===== config.mk =====
export PLATFORM = sky130hd
export DESIGN_NAME = button_debounce_press_latch_unit
export DESIGN_NICKNAME = d
export VERILOG_FILES = /design/src/design/bdpl_pkg.sv /design/src/design/button_debounce_press_latch_unit.sv /design/src/design/bdpl_prescaler.sv /design/src/design/bdpl_button.sv
export VERILOG_INCLUDE_DIRS = /design/src /design/src/design
export SDC_FILE = /design/constraint.sdc
export NUM_CORES = 1
export LEC_CHECK = 0
export ABC_AREA = 1
export BUFFER_PORTS_ARGS = -buffer_cell sky130_fd_sc_hd__buf_4
export CAP_MARGIN = 25
export CORE_MARGIN = 8
export CORE_UTILIZATION = 54
export CTS_BUF_LIST = sky130_fd_sc_hd__clkbuf_2
export CTS_CLUSTER_SIZE = 25
export DETAILED_ROUTE_END_ITERATION = 10
export PLACE_DENSITY = 0.87
export SYNTH_ARGS = -nofsm -noshare
export SYNTH_HDL_FRONTEND = slang
export SYNTH_SLANG_ARGS = --single-unit

===== constraint.sdc =====
create_clock -name aclk -period 1.9 [get_ports aclk]
set_clock_uncertainty 0.1 [all_clocks]
set_input_delay 0.38 -clock aclk [delete_from_list [all_inputs] [get_ports aclk]]
set_output_delay 0.38 -clock aclk [all_outputs]
set_load 0.01 [all_outputs]

===== src/design/assert_macros.svh =====
// Assertion macros shared by the debouncer modules.
`ifndef ASSERT_MACROS_SVH
`define ASSERT_MACROS_SVH

// Checked on every rising edge of aclk outside reset.
`define BDPL_ASSERT(label, prop, msg) \
    label: assert property (@(posedge aclk) disable iff (!aresetn) (prop)) else $error(msg);

// Checked on every rising edge of aclk, reset included.
`define BDPL_ASSERT_ALWAYS(label, prop, msg) \
    label: assert property (@(posedge aclk) (prop)) else $error(msg);

`endif


===== src/design/bdpl_pkg.sv =====
`default_nettype none
// ----------------------------------------------------------------------------
// Button debouncer package
// Operation codes, register indexes and the command and status structs that
// pass between the top level and the per-button cells.
// ----------------------------------------------------------------------------
package bdpl_pkg;

    localparam int unsigned FIELD_W     = 3;
    localparam int unsigned COUNT_W     = 4;
    localparam int unsigned PRESCALE_W  = 8;
    localparam int unsigned CFG_ADDR_W  = 2;
    localparam int unsigned CFG_DATA_W  = 8;
    localparam int unsigned S_TDATA_W   = 16;
    localparam int unsigned M_TDATA_W   = 8;

    localparam logic [COUNT_W-1:0]    DEBOUNCE_RESET = 4'd10;
    localparam logic [PRESCALE_W-1:0] PRESCALE_RESET = 8'd9;

    localparam logic [CFG_ADDR_W-1:0] REG_DEBOUNCE_TIME   = 2'd0;
    localparam logic [CFG_ADDR_W-1:0] REG_PRESCALE_RELOAD = 2'd1;

    typedef enum logic [FIELD_W-1:0] {
        OP_TICK            = 3'd0,
        OP_READ_CLEAR      = 3'd1,
        OP_PUSHED_RELEASED = 3'd2,
        OP_LEVEL           = 3'd3,
        OP_CLEAR_ALL       = 3'd4
    } opcode_t;

    typedef struct packed {
        logic               tick;
        logic               raw;
        logic               presc_zero;
        logic               clear;
        logic [COUNT_W-1:0] debounce_time;
    } btn_cmd_t;

    typedef struct packed {
        logic level_now;
        logic flag_now;
        logic level_next;
        logic flag_next;
    } btn_stat_t;

endpackage
`default_nettype wire


===== src/design/button_debounce_press_latch_unit.sv =====
`default_nettype none
// An accepted word enters the input register and then the result register driving m_axis.
// Throughput: one word per cycle, sustained; while a result waits to be taken the
// input register holds one more word, after which the input stalls.
// All work for a word is one pass through the button cells between the two registers.
// Reset (aresetn, synchronous, active low) clears levels, flags and the prescaler,
// loads every lockout count with 10 and restores the register defaults.
// ----------------------------------------------------------------------------
// Three-button debouncer with press latch
// Debounces raw button levels on tick words and answers press, release and
// level queries, one result word for every input word.
// ----------------------------------------------------------------------------
module button_debounce_press_latch_unit
    import bdpl_pkg::*;
#(
    parameter int unsigned NUM_BUTTONS = 3
) (
    input  wire logic                  aclk,
    input  wire logic                  aresetn,
    input  wire logic                  cfg_we,
    input  wire logic [CFG_ADDR_W-1:0] cfg_addr,
    input  wire logic [CFG_DATA_W-1:0] cfg_wdata,
    input  wire logic                  s_axis_tvalid,
    output logic                       s_axis_tready,
    // [2:0] opcode, [5:3] button_number, [8:6] raw_levels, rest zero
    input  wire logic [S_TDATA_W-1:0]  s_axis_tdata,
    output logic                       m_axis_tvalid,
    input  wire logic                  m_axis_tready,
    // [0] answer, [3:1] levels after the word, [6:4] flags after the word, [7] zero
    output logic [M_TDATA_W-1:0]       m_axis_tdata
);

`include "assert_macros.svh"

    logic [COUNT_W-1:0]    debounce_time_reg;
    logic [PRESCALE_W-1:0] prescale_reload_reg;

    logic                  in_valid_reg;
    logic [FIELD_W-1:0]    in_op_reg;
    logic [FIELD_W-1:0]    in_num_reg;
    logic [FIELD_W-1:0]    in_raw_reg;

    logic                  out_valid_reg;
    logic                  out_answer_reg, out_answer_next;
    logic [FIELD_W-1:0]    out_levels_reg, out_levels_next;
    logic [FIELD_W-1:0]    out_flags_reg, out_flags_next;

    logic                  advance;
    logic                  accept;
    logic                  presc_zero;
    logic                  is_tick;
    opcode_t               op;

    btn_cmd_t              cmd  [NUM_BUTTONS];
    btn_stat_t             stat [NUM_BUTTONS];
    logic [NUM_BUTTONS-1:0] hit_vec;

    // Handshake: the input register moves on whenever the result register is
    // empty or being emptied.
    assign advance       = in_valid_reg && (!out_valid_reg || m_axis_tready);
    assign s_axis_tready = !in_valid_reg || advance;
    assign accept        = s_axis_tvalid && s_axis_tready;
    assign op            = opcode_t'(in_op_reg);
    assign is_tick       = advance && (op == OP_TICK);

    always_ff @(posedge aclk) begin
        if (!aresetn) begin
            debounce_time_reg   <= DEBOUNCE_RESET;
            prescale_reload_reg <= PRESCALE_RESET;
        end else if (cfg_we) begin
            unique case (cfg_addr)
                REG_DEBOUNCE_TIME:   debounce_time_reg   <= cfg_wdata[COUNT_W-1:0];
                REG_PRESCALE_RELOAD: prescale_reload_reg <= cfg_wdata[PRESCALE_W-1:0];
                default: ;
            endcase
        end
    end

    always_ff @(posedge aclk) begin
        if (!aresetn) begin
            in_valid_reg <= 1'b0;
        end else if (s_axis_tready) begin
            in_valid_reg <= s_axis_tvalid;
        end
    end

    always_ff @(posedge aclk) begin
        if (accept) begin
            in_op_reg  <= s_axis_tdata[2:0];
            in_num_reg <= s_axis_tdata[5:3];
            in_raw_reg <= s_axis_tdata[8:6];
        end
    end

    bdpl_prescaler u_prescaler (
        .aclk       (aclk),
        .aresetn    (aresetn),
        .tick       (is_tick),
        .reload     (prescale_reload_reg),
        .zero_after (presc_zero)
    );

    for (genvar i = 0; i < NUM_BUTTONS; i++) begin : g_btn
        logic sel;
        logic raw_bit;

        // Button i answers to number i+1; a number of 0 or past the count
        // selects nothing.
        assign sel = ({1'b0, in_num_reg} == 4'(i + 1));
        if (i < FIELD_W) begin : g_raw
            assign raw_bit = in_raw_reg[i];
        end else begin : g_noraw
            assign raw_bit = 1'b0;
        end

        always_comb begin
            cmd[i].tick          = is_tick;
            cmd[i].raw           = raw_bit;
            cmd[i].presc_zero    = presc_zero;
            cmd[i].debounce_time = debounce_time_reg;
            hit_vec[i]           = 1'b0;
            case (op)
                OP_READ_CLEAR:      hit_vec[i] = sel && stat[i].flag_now;
                OP_PUSHED_RELEASED: hit_vec[i] = sel && stat[i].flag_now
                                                 && !stat[i].level_now;
                OP_LEVEL:           hit_vec[i] = sel && stat[i].level_now;
                default:            hit_vec[i] = 1'b0;
            endcase
            case (op)
                OP_READ_CLEAR:      cmd[i].clear = advance && sel;
                OP_PUSHED_RELEASED: cmd[i].clear = advance && hit_vec[i];
                OP_CLEAR_ALL:       cmd[i].clear = advance;
                default:            cmd[i].clear = 1'b0;
            endcase
        end

        bdpl_button u_button (
            .aclk    (aclk),
            .aresetn (aresetn),
            .cmd     (cmd[i]),
            .stat    (stat[i])
        );
    end

    always_comb begin
        out_answer_next = |hit_vec;
        out_levels_next = '0;
        out_flags_next  = '0;
        for (int j = 0; j < FIELD_W; j++) begin
            if (j < NUM_BUTTONS) begin
                out_levels_next[j] = stat[j].level_next;
                out_flags_next[j]  = stat[j].flag_next;
            end
        end
    end

    always_ff @(posedge aclk) begin
        if (!aresetn) begin
            out_valid_reg <= 1'b0;
        end else if (!out_valid_reg || m_axis_tready) begin
            out_valid_reg <= in_valid_reg;
        end
    end

    always_ff @(posedge aclk) begin
        if (advance) begin
            out_answer_reg <= out_answer_next;
            out_levels_reg <= out_levels_next;
            out_flags_reg  <= out_flags_next;
        end
    end

    assign m_axis_tvalid = out_valid_reg;
    assign m_axis_tdata  = {1'b0, out_flags_reg, out_levels_reg, out_answer_reg};

    `BDPL_ASSERT(a_advance_fills, advance |=> m_axis_tvalid, "result word lost after advance")
    `BDPL_ASSERT(a_tick_no_answer, advance && (op == OP_TICK || op == OP_CLEAR_ALL) |=> !out_answer_reg, "tick or clear word gave an answer")
    `BDPL_ASSERT(a_clear_all, advance && op == OP_CLEAR_ALL |=> out_flags_reg == '0, "clear-all left a flag set")
    `BDPL_ASSERT_ALWAYS(a_reset_empty, !aresetn |=> !m_axis_tvalid && !in_valid_reg, "pipeline not empty after reset")

endmodule
`default_nettype wire


===== src/design/bdpl_prescaler.sv =====
`default_nettype none
// ----------------------------------------------------------------------------
// Shared tick prescaler
// Counts down on every tick word and reloads from the prescale register when
// it has reached zero; reports whether the updated value is zero.
// ----------------------------------------------------------------------------
module bdpl_prescaler
    import bdpl_pkg::*;
(
    input  wire logic                  aclk,
    input  wire logic                  aresetn,
    input  wire logic                  tick,
    input  wire logic [PRESCALE_W-1:0] reload,
    output logic                       zero_after
);

    logic [PRESCALE_W-1:0] count_reg;
    logic [PRESCALE_W-1:0] count_next;
    logic [PRESCALE_W-1:0] count_upd;

    always_comb begin
        count_upd  = (count_reg != '0) ? count_reg - 1'b1 : reload;
        count_next = tick ? count_upd : count_reg;
        zero_after = (count_upd == '0);
    end

    always_ff @(posedge aclk) begin
        if (!aresetn) begin
            count_reg <= '0;
        end else begin
            count_reg <= count_next;
        end
    end

endmodule
`default_nettype wire


===== src/design/bdpl_button.sv =====
`default_nettype none
// ----------------------------------------------------------------------------
// Per-button debounce cell
// Holds one button's stored level, press flag and lockout count, and applies
// a tick or a flag clear from the shared command.
// ----------------------------------------------------------------------------
module bdpl_button
    import bdpl_pkg::*;
(
    input  wire logic     aclk,
    input  wire logic     aresetn,
    input  wire btn_cmd_t cmd,
    output btn_stat_t     stat
);

`include "assert_macros.svh"

    logic               level_reg, level_next;
    logic               flag_reg, flag_next;
    logic [COUNT_W-1:0] count_reg, count_next;

    always_comb begin
        level_next = level_reg;
        flag_next  = flag_reg;
        count_next = count_reg;
        if (cmd.tick) begin
            if (cmd.raw != level_reg) begin
                level_next = cmd.raw;
                // Only an edge outside the lockout window counts.
                if (count_reg == '0) begin
                    if (!cmd.raw) begin
                        count_next = cmd.debounce_time;
                    end else begin
                        flag_next = 1'b1;
                    end
                end
            end else if (cmd.presc_zero && count_reg != '0) begin
                count_next = count_reg - 1'b1;
            end
        end else if (cmd.clear) begin
            flag_next = 1'b0;
        end
    end

    always_comb begin
        stat.level_now  = level_reg;
        stat.flag_now   = flag_reg;
        stat.level_next = level_next;
        stat.flag_next  = flag_next;
    end

    always_ff @(posedge aclk) begin
        if (!aresetn) begin
            level_reg <= 1'b0;
            flag_reg  <= 1'b0;
            count_reg <= DEBOUNCE_RESET;
        end else begin
            level_reg <= level_next;
            flag_reg  <= flag_next;
            count_reg <= count_next;
        end
    end

    `BDPL_ASSERT(a_flag_set_by_tick, $rose(flag_reg) |-> $past(cmd.tick) && level_reg, "press flag set without a rising tick")
    `BDPL_ASSERT(a_level_only_on_tick, !cmd.tick |=> level_reg == $past(level_reg), "level changed outside a tick")

endmodule
`default_nettype wire


---- Word level (Yosys, flattened, before mapping) ----
Cells that the tools add are included.
word-level totals
  register bits ........................... 56
  latch bits .............................. 0
  bits in writable memories ............... 0
  memory bits (read-only) ................. 0
  input port bits ......................... 31
  output and inout port bits .............. 10
  word-level logic and storage cells ...... 128
  memories ................................ 0
operators by class
  add/sub/neg operators ................... 4
  $mul .................................... 0
  divide/modulo/power cells ............... 0
  order comparisons ....................... 0
  eq/ne operators ......................... 17
  shifts and indexed selects .............. 0
  multiplexer cells ....................... 40
  bitwise logic cells ..................... 0
  reductions and logical operators ........ 47
operator list
  cell                   count
  $mux W4                12
  $logic_and A1 B1 Y1    21
  $mux W1                21
  $pmux W1 S3            6
  $eq A3 B2 Y1 const B   4
  $logic_not A4 Y1       3
  $ne A2 B2 Y1 const B   6
  $reduce_and A4 Y1      3
  $reduce_bool A4 Y1     3
  $sub A4 B1 Y4 const B  3
  $logic_not A8 Y1       1
  $mux W8                1
  $reduce_bool A8 Y1     1
  $sub A8 B1 Y8 const B  1
  $eq A3 B1 Y1 const B   2
  $reduce_bool A2 Y1     3
  $logic_not A1 Y1       5
  $reduce_and A2 Y1      2
  $eq A3 B3 Y1 const B   1
  $logic_not A3 Y1       1
  $ne A1 B1 Y1           3
  $reduce_or A3 Y1       1
  $eq A2 B1 Y1 const B   1
  $logic_not A2 Y1       1
  $logic_or A1 B1 Y1     2

---- Logic depth before layout (Yosys ltp) ----
  depth in word-level cells ............... 8
  gate-level depth with buffers ........... 15
  gate-level depth less buffers ........... 15

---- Cells and area by module ----
A second synthesis with hierarchy kept.
unflattened totals
  cell total of the unflattened synthesis .. 453
  area, all modules ....................... 3,246.9 µm²
by module, submodules not included
  module                            times used  cells each  area an instance (µm²)  sequential area each (µm²)
  bdpl_button                       3           70          449.2                   120.1
  button_debounce_press_latch_unit  1           138         1,275.0                 760.7
  bdpl_prescaler                    1           105         624.3                   160.2

---- Least setup slack after synthesis ----
OpenSTA, ideal clock, no wires.
  path kind ............................... register -> register
  start ................................... reg u_prescaler.count_reg[0]
  end ..................................... reg g_btn[0].u_button.count_reg[3]
  setup time .............................. 134 ps
  arrival ................................. 1,617 ps
  data required time ...................... 1,666 ps
  slack ................................... 49 ps
  cell stages (with the launch flop) ...... 15
  path buffers ............................ 0
  period minus slack after synthesis ...... 1,851 ps
  cell sequence ........................... dfxtp_1 > inv_1 > ha_1 > nand2_2 > inv_1 > nand2_4 > nand2_1 > nand2_2 > nand3_2 > nor2_2 > nand4_1 > nand2_2 > nand2_1 > nand2_1 > nand3_1
between the ends
  longest elaborated chain between the ends .. 6
  elaborated cells between the ends (all ways) .. 7
  classes of those cells .................. add/sub: 1; mux: 1; reduce/logical: 5
RTL lines
  item                                                        line                  source
  start, declared                                             bdpl_prescaler.sv:17  logic [PRESCALE_W-1:0] count_reg;
  start signal, assigned                                      bdpl_prescaler.sv:31  count_reg <= count_next;
  $sub A8 B1 Y8 / $reduce_bool A8 Y1 (equally long branches)  bdpl_prescaler.sv:22  count_upd = (count_reg != '0) ? count_reg - 1'b1 : reload;
  $mux W8 (*)                                                 bdpl_prescaler.sv:22
  $logic_not A8 Y1 (*)                                        bdpl_prescaler.sv:24  zero_after = (count_upd == '0);
  $logic_and A1 B1 Y1 (*)                                     bdpl_button.sv:37     end else if (cmd.presc_zero && count_reg != '0) begin
  $reduce_bool A2 Y1 (no line) (*)                            --
  $reduce_and A4 Y1 (no line) (*)                             --
  end signal, assigned                                        bdpl_button.sv:60     count_reg <= count_next;
  end, declared                                               bdpl_button.sv:20     logic [COUNT_W-1:0] count_reg, count_next;
Every way passes the cells marked *; elsewhere a longest branch is shown, timed or not.
A chain may end at the register's enable or synchronous reset.

---- Worst setup path in the final report ----
  start ................................... reg u_prescaler.count_reg[2]
  end ..................................... reg g_btn[2].u_button.count_reg[1]
between the ends
  longest elaborated chain between the ends .. 6
  elaborated cells between the ends (all ways) .. 7
  classes of those cells .................. add/sub: 1; mux: 1; reduce/logical: 5
RTL lines
  item                                                        line
  $sub A8 B1 Y8 / $reduce_bool A8 Y1 (equally long branches)  bdpl_prescaler.sv:22
  $mux W8 (*)                                                 bdpl_prescaler.sv:22
  $logic_not A8 Y1 (*)                                        bdpl_prescaler.sv:24
  $logic_and A1 B1 Y1 (*)                                     bdpl_button.sv:37
  $reduce_bool A2 Y1 (no line) (*)                            --
  $reduce_and A4 Y1 (no line) (*)                             --
  end signal, assigned                                        bdpl_button.sv:60
  end, declared                                               bdpl_button.sv:20
Marked as above.

==> out/metrics.csv <==
metric,value,unit
critPathMaxFanout,7,
synth_area,2970,um2
p_leak,1.80,nW
path_cells,nor2_4 -> nand2_4 -> nor2_8 -> nand2_2 -> nand2_2 -> nand3_2 -> nor2_4 -> nand4_1 -> nand2_2 -> nand2_2 -> nand2_2 -> nand3_2,
yosys.area.top_type,dfxtp_1,
critPathBufInv,0,
grt-busiest-layer,met2,
use_met1,0.195,
path_clk_slew,0.30,ns
violations,setup timing,
crit_path_end_kind,register,
final_area,3800,um2
antenna_left,0,
cpMaxStageDelayCell,dfxtp_4,
fin_crit_sh,1.02,
synth_compound_area_frac,0.123,
cts-buffers-inserted,5,
io_pins,41,
maxSlewHeadroom,0.629,
start_util,0.550,
synthMuxAreaShare,0,
yosys.area_share.adder,0.0337,
grt_pass1_wl,11700,um
ys_seq_area_frac,0.431,
drive_above_1_share,0.258,
wire_per_inst,13.8,um
grt-ovfl-total,0,
synth_edf_count,16,
timing.fmax,0.518,GHz
grt_antenna_before_repair,0,
placementRows,27,
initialDrtViolationCount,217,
crit_top_cell,nand2_2,
regToRegSetupSlack,-0.03,ns
fin_ws,-0.0295,ns
syn_inst,395,
cts_tree,built,
cts_buffer_depth,2,
clock_latency,0.49,ns
cp-start-kind,register,
syn_nets,434,
synth.distinct_cells,29,
syn_area_per_cell,7.52,um2
grt_pass1_vias,2707,
cts_root_buf,clkbuf_2,
area_delta_synth_final,28.0,%
die_w,90.2,um
ys.flop_type,dfxtp_1,
power_density,589,nW/um2
htreeDepth,2,
required,2.21,ns
numPortBuffers,32,
dieArea,8130,um2
ir_drop,0.395,mV
setup_tns,-0.0626,ns
drt_wl_total,7430,um
place_inst,505,
synth_top_cell_area_share,0.269,
yosysWarningCount,0,
synth_seq_cells,56,
fin_cells,538,
grt_usage,0.170,
critPathArrivalTime,2.24,ns
grt_setup_unrepaired,yes,
clkSinkCount,56,
place.gp.congestion,0.871,
hold_viol,0,
path_delay_family,simple AND/OR/NAND/NOR gates,
drtPass1Iterations,5,
vias,2954,
synth_top_family_by_area,simple AND/OR/NAND/NOR gates,
drv_cap,0,
cpPeakStageDelay,0.43,ns
worst_slew_pin_slew,0.556,ns
setup_viol,4,
hpwl,4760,um
largest_register_ffs,12,
grtUsageMet3,0.0341,
drc,0,
min_period,1.93,ns
nFillCells,398,
synthTopCellsByArea,"dfxtp_1 (27%), edfxtp_1 (16%), nand2_1 (11%)",
status,"complete, but fails checks",
use_met2,0.295,
dpl_cell_area,3370,um2
async_flop_share,0,
core-area,5410,um2
synth_xor_area_frac,0.0147,
hold_path_class,input port to register,
synth-simple-area-share,0.303,
drv_slew,0,
avgViaCountPerCell,5.49,
critical_path_class,register to register,
diodes,0,
grt_start_max_net_pins,30,
synthTopCellsByCount,"nand2_1 (84), inv_1 (61), nand3_1 (41)",
yosysMostFrequentCell,nand2_1,
fin_nets,504,
die-height,90.2,um
[per-layer routing]
layer  wire, um  part of all wire
met1       3000              0.40
met2       3750              0.50
met3        498             0.067
met4        182             0.024
met5          0                 0
[worst paths after layout]
| check | from | cells past startpoint | to |
|---|---|---|---|
| worst max-delay path | u_prescaler.count_reg[2] | 12 | g_btn[2].u_button.count_reg[1] |
| worst min-delay path | m_axis_tready | 4 | m_axis_tvalid |
| worst max register to register | u_prescaler.count_reg[2] | 12 | g_btn[2].u_button.count_reg[1] |
| worst min register to register | g_btn[2].u_button.count_reg[3] | 2 | g_btn[2].u_button.count_reg[3] |
[worst register-to-register path, stage by stage (launching register included)]
cell,delay [ns]
dfxtp_4,0.43
nor2_4,0.18
nand2_4,0.11
nor2_8,0.17
nand2_2,0.06
nand2_2,0.08
nand3_2,0.09
nor2_4,0.14
nand4_1,0.10
nand2_2,0.16
nand2_2,0.10
nand2_2,0.08
nand3_2,0.05
[repair_timing]
| action | CTS | global route |
|---|---|---|
| pin swaps | 14 | 18 |
| setup buffers | 3 | 6 |
| hold buffers | 16 | 0 |
| gates resized for setup | 30 | 21 |
| endpoints found under the setup margin | 12 | 15 |
| endpoints found under the hold margin | 17 | 0 |
[cells by family after synthesis]
family          Yosys count
simple gates            187
xor+xnor                  5
other cells               1
flops                    56
buf+inv                  72
compound gates           66
fa+ha+maj                 8
[cell usage in the layout, fill, tap and decap left out, types with 2 or more instances in the layout]
cell type	n
a21oi_1	24
a31oi_1	3
buf_4	55
clkbuf_2	5
dfxtp_1	33
dfxtp_2	6
dlygate4sd3_1	16
edfxtp_1	16
ha_1	6
ha_4	2
inv_1	56
inv_2	3
inv_4	4
nand2_1	70
nand2_2	21
nand2_8	2
nand3_1	38
nand3_2	4
nand4_1	6
nor2_1	26
nor2_4	8
nor2_8	2
nor3_1	7
o211ai_1	10
o21ai_0	23
o22ai_1	4
xor2_1	4
[area by class of cell]
class	count	area [um2]	area share
clock buffers	5	25.0	0.00658
clock inverters	3	27.5	0.00724
inverters	64	250	0.0658
multi-input cells	267	1540	0.406
flip-flops and latches	56	1290	0.340
well taps	72	90.1	0.0237
repair buffers	71	573	0.151
[metrics by stage]
stage | util | total power [mW] | hold WS (ns) | setup WS (ns)
2_1_floorplan | - | 1.52 | 0.329 | 0.0492
3_3_place_gp | 0.623 | 1.63 | 0.341 | -0.0682
3_5_place_dp | 0.623 | 1.65 | 0.344 | -0.130
4_1_cts | 0.682 | 2.20 | 0.0290 | -0.00826
5_1_grt | 0.703 | 2.33 | 0.0137 | -0.161
6_report | 0.703 | 2.24 | 0.0240 | -0.0295
[power breakdown]
| part | switching (mW) | total [mW] | internal (mW) | leakage [nW] |
|---|---|---|---|---|
| Combinational | 0.232 | 0.428 | 0.197 | 1.29 |
| Clock | 0.409 | 0.512 | 0.103 | 0.0311 |
| Sequential | 0.0281 | 1.30 | 1.27 | 0.482 |
Power figures use the tool's default switching activity.
